## src/rtl/fir31_pkg.sv

```systemverilog
// Shared constants, coefficient table and register map of the 31-tap FIR.
`default_nettype none

package fir31_pkg;

  localparam int TAP_COUNT = 31;
  localparam int SAMPLE_W  = 16;
  localparam int COEF_W    = 16;
  localparam int MAX_TAPS  = 33;

  localparam int PROD_W = SAMPLE_W + COEF_W;
  localparam int ACC_W  = PROD_W + $clog2(TAP_COUNT);

  localparam logic signed [ACC_W-1:0] RND_CONST = ACC_W'(64'sd1 <<< (COEF_W - 2));

  localparam logic signed [ACC_W-1:0] SAT_MAX = ACC_W'((64'sd1 <<< (SAMPLE_W - 1)) - 1);
  localparam logic signed [ACC_W-1:0] SAT_MIN = -SAT_MAX - ACC_W'(1);

  localparam int APB_ADDR_W = 3;
  localparam int APB_DATA_W = 32;

  localparam logic REG_FILTER_ENABLE = 1'b0;

  localparam logic signed [15:0] COEF_Q15 [MAX_TAPS] = '{
    16'sd0,     -16'sd218,  -16'sd373,  -16'sd317,  16'sd0,     16'sd448,   16'sd751,
    16'sd630,   16'sd0,     -16'sd902,  -16'sd1552, -16'sd1364, 16'sd0,     16'sd2391,
    16'sd5151,  16'sd7353,  16'sd8192,  16'sd7353,  16'sd5151,  16'sd2391,  16'sd0,
    -16'sd1364, -16'sd1552, -16'sd902,  16'sd0,     16'sd630,   16'sd751,   16'sd448,
    16'sd0,     -16'sd317,  -16'sd373,  -16'sd218,  16'sd0
  };

  function automatic logic signed [COEF_W-1:0] coef_at(int k);
    int c;
    c = int'(COEF_Q15[k]);
    if (COEF_W >= 16) begin
      return COEF_W'(c <<< (COEF_W - 16));
    end else begin
      return COEF_W'((c + (1 <<< (15 - COEF_W))) >>> (16 - COEF_W));
    end
  endfunction

endpackage

`default_nettype wire

```

## src/rtl/fir31_cell.sv

```systemverilog
// One transposed-form tap: multiply the broadcast sample and add the neighbor's partial sum.
`default_nettype none

module fir31_cell
  import fir31_pkg::*;
(
  input  wire logic                     clk_i,
  input  wire logic                     rst_ni,
  input  wire logic                     advance_i,
  input  wire logic signed [SAMPLE_W-1:0] sample_i,
  input  wire logic signed [COEF_W-1:0]   coef_i,
  input  wire logic signed [ACC_W-1:0]    sum_i,
  output logic signed [ACC_W-1:0]         sum_o
);

  logic signed [PROD_W-1:0] prod;
  logic signed [ACC_W-1:0]  sum_d, sum_q;

  assign prod  = coef_i * sample_i;
  assign sum_d = ACC_W'(prod) + sum_i;

  always_ff @(posedge clk_i or negedge rst_ni) begin
    if (!rst_ni) begin
      sum_q <= RND_CONST;
    end else if (advance_i) begin
      sum_q <= sum_d;
    end
  end

  assign sum_o = sum_q;

endmodule

`default_nettype wire

```

## config.mk

```make
export PLATFORM = sky130hd
export DESIGN_NAME = fir31_cell
export DESIGN_NICKNAME = d
export VERILOG_FILES = /design/src/rtl/fir31_pkg.sv /design/src/rtl/fir31_cell.sv
export SDC_FILE = /design/constraint.sdc
export NUM_CORES = 1
export LEC_CHECK = 0
export ABC_CLOCK_PERIOD_IN_PS = 1100
export BUFFER_PORTS_ARGS = -buffer_cell sky130_fd_sc_hd__clkbuf_2
export CORE_MARGIN = 8
export CORE_UTILIZATION = 45
export DETAILED_ROUTE_END_ITERATION = 10
export PLACE_DENSITY = 0.64
export SLEW_MARGIN = 20
export SYNTH_ARGS = -nofsm -noshare
export SYNTH_HDL_FRONTEND = slang
export SYNTH_SLANG_ARGS = --single-unit
```

## constraint.sdc

```tcl
create_clock -name clk_i -period 1.1 [get_ports clk_i]
set_clock_uncertainty 0.1 [all_clocks]
set_input_delay 0.22 -clock clk_i [delete_from_list [all_inputs] [get_ports clk_i]]
set_output_delay 0.22 -clock clk_i [all_outputs]
set_load 0.02 [all_outputs]
```

==> impl_metrics.yaml <==
status:
  status: "finished, violations left"
  violations: "negative setup slack"
clock_network:
  insertion_delay_ns: 0.27
  h-tree-depth: 2
  tritoncts: "done"
  cts_root_buf: "clkbuf_16"
  clock-sinks: 37
  cts_max_path_buffers: 2
  cts_buffers: 5
  clk_pin_slew_ns: 0.05
detailed_routing:
  drt_wl_total_mm: 34.4
  drtIter0Drc: 329
  vias_per_cell: 4.93
  postRouteAntennaNets: 0
  num_vias: 10300
  routedWlPerCell_um: 16.5
  drt_first_pass_iters: 5
  drc: 0
synthesis:
  yosysUniqueCellTypes: 60
  yosysWarnings: 0
  synth_area_um2: 13200
  synthCells: 1376
  ys_seq_area_share_pct: 7.04
  syn_avg_cell_area_um2: 9.57
  synthArstFlopShare_pct: 100
  ys_seq_elements: 37
  synth_edf_count: 0
  ys.flop_type: "dfrtp_1"
  synth.net_count: 1875
timing:
  grt_setup_unrepaired: "true"
  max_freq_mhz: 180
  slew_headroom_pct: 74.6
  hold-worst-slack_ns: 0.210
  setup_ws_ns: -4.46
  final_max_slew_viol_count: 0
  finalHoldViolCount: 0
  period_share_pct: 505
  worst_pin_slew_ns: 0.381
  finalSetupViolations: 74
  min_period_ns: 5.56
  tns_ns: -137.45
global_route:
  busiest_layer: "met2"
  grtUsageMet2_pct: 40.0
  grt.met1_usage_pct: 23.4
  grt_pass1_vias: 11800
  globalRouteTotalUtil_pct: 20.3
  met3_usage_pct: 2.22
  antenna_found_initial: 0
  grt_overflow_total: 0
  grt_max_degree: 22
  grt_pass1_wl_mm: 58.0
placed_design:
  hpwl_mm: 29.3
  dp.cells: 2012
  port_buffers: 108
  gp_congestion: 0.879
hold_path:
  hp-class: "in -> reg"
final_layout:
  multi_input_area_um2: 11900
  layout_commonest_cell: "inv_1"
  stdcell_count: 2084
  drive_gt1_share_pct: 36.8
  register_area_um2: 927
  area_growth_pct: 39.6
  final_cell_mix: "inv_1 (335), fa_1 (297), buf_4 (187)"
  nets: 2199
  largest_register_ffs: 37
  fillers: 2304
setup_path:
  r2r_cells: 3
  r2r_start: "sum_o[9]$_DFFE_PN0P_"
  worst_ep_required_time_ns: 1.21
  timing.rr.end: "sum_o[9]$_DFFE_PN0P_"
  start_kind: "input port"
  cp_max_fo: 12
  critPathCapture: "sum_o[36]$_DFFE_PN0P_"
  critical_path_class: "in -> reg"
  r2r_slack_ns: -0.03
  setup.worst_path.start: "coef_i[14]"
  end_kind: "register"
  cp.arrival_ns: 5.67
floorplanning:
  io_pins: 109
  dieWidth_um: 187
  dieHeight_um: 187
  die_area_um2: 35000
  start_util_pct: 45.7
  row_count: 62
  coreArea_um2: 28800
job:
  cap_viol_max_count: 0
[worst min path at each step]
stage,start,to,slack (ns),cells after the start
detailed placement,rst_ni,sum_o[12]$_DFFE_PN0P_,0.05,1
CTS,sum_i[0],sum_o[0]$_DFFE_PN0P_,0.20,3
finish,sum_i[0],sum_o[0]$_DFFE_PN0P_,0.21,3
global placement,rst_ni,sum_o[12]$_DFFE_PN0P_,0.05,1
floorplan,rst_ni,sum_o[0]$_DFFE_PN0P_,-0.18,0
global route,sum_i[0],sum_o[0]$_DFFE_PN0P_,0.21,3
[stage by stage]
stage | util, % | setup slack (ns) | area (um^2)
6_report | 63.9 | -4.46 | 18400
5_1_grt | 63.9 | -4.65 | 18400
4_1_cts | 61.3 | -4.44 | 17700
3_5_place_dp | 55.8 | -5.00 | 16000
3_3_place_gp | 55.8 | -4.92 | 16000
2_1_floorplan | - | -4.44 | 14000
[worst max-delay path: stages]
cell and delay (ns):
clkbuf_16 0.15, buf_6 0.13, and2_4 0.15, fa_1 0.53, inv_1 0.05, fa_1 0.47
fa_2 0.55, inv_2 0.04, fa_2 0.42, fa_1 0.53, inv_1 0.05, fa_1 0.49
inv_2 0.04, ha_4 0.26, nand2_1 0.12, nor4_2 0.33, o21ai_2 0.15, a211oi_2 0.30
nor3_2 0.08, or4_1 0.51, nand3_1 0.10
[layer usage]
metal | routed length, um | up-vias
met5 | 0 | -
met4 | 566 | 0
met3 | 1110 | 41
met2 | 19200 | 178
met1 | 13500 | 5338
li1 | - | 4720
[layout make-up]
class	instances	area share, %
repair buffers	358	19.0
flip-flops and latches	37	5.04
clock inverters	1	0.0272
well taps	384	2.61
clock buffers	5	0.681
diodes	1	0.0136
inverters	378	7.75
multi-input cells	920	64.8
[logic make-up after synthesis]
logic type               Yosys count  share of synthesized area (%)
AO/OA/AOI/OAI                    108                           5.86
XOR/XNOR                          30                           2.00
adder cells (fa/ha/maj)          427                           58.7
buffers and inverters            419                           11.9
flip-flops                        37                           7.04
multiplexers                      25                           2.14
AND/OR/NAND/NOR                  330                           12.3
[what timing repair did]
item                                    4_1_cts  5_1_grt
endpoints found under the setup margin       74       74
endpoints found under the hold margin         8        0
pin swaps                                   119       75
setup buffers                                33       34
gates cloned                                  1        1
hold buffers                                  1        0
gates resized for setup                     271      163
[synth_stat cells (3+ instances only)]
cell type,n,area (um^2)
clkbuf_1,38,143
fa_1,318,6370
o31ai_1,4,30.0
nand4_1,4,25.0
or3_1,5,31.3
a21o_1,7,52.6
dfrtp_1,36,901
o21bai_1,8,60.1
xor2_1,7,61.3
a211o_1,3,26.3
ha_1,109,1360
o311ai_0,3,26.3
o211ai_1,3,22.5
nor3_1,5,25.0
buf_1,3,11.3
and3_1,3,18.8
a21oi_1,31,155
and2_1,107,669
nand2_1,160,601
nand2b_1,5,31.3
xnor2_1,23,201
o21ai_0,14,70.1
o21a_1,8,60.1
inv_1,378,1420
nand3_1,5,25.0
nor2_1,21,78.8
mux2_2,25,282
Power is left out: the tool's default activity adds up to more than one toggle a clock period on the data nets, which glitch-free logic cannot reach.
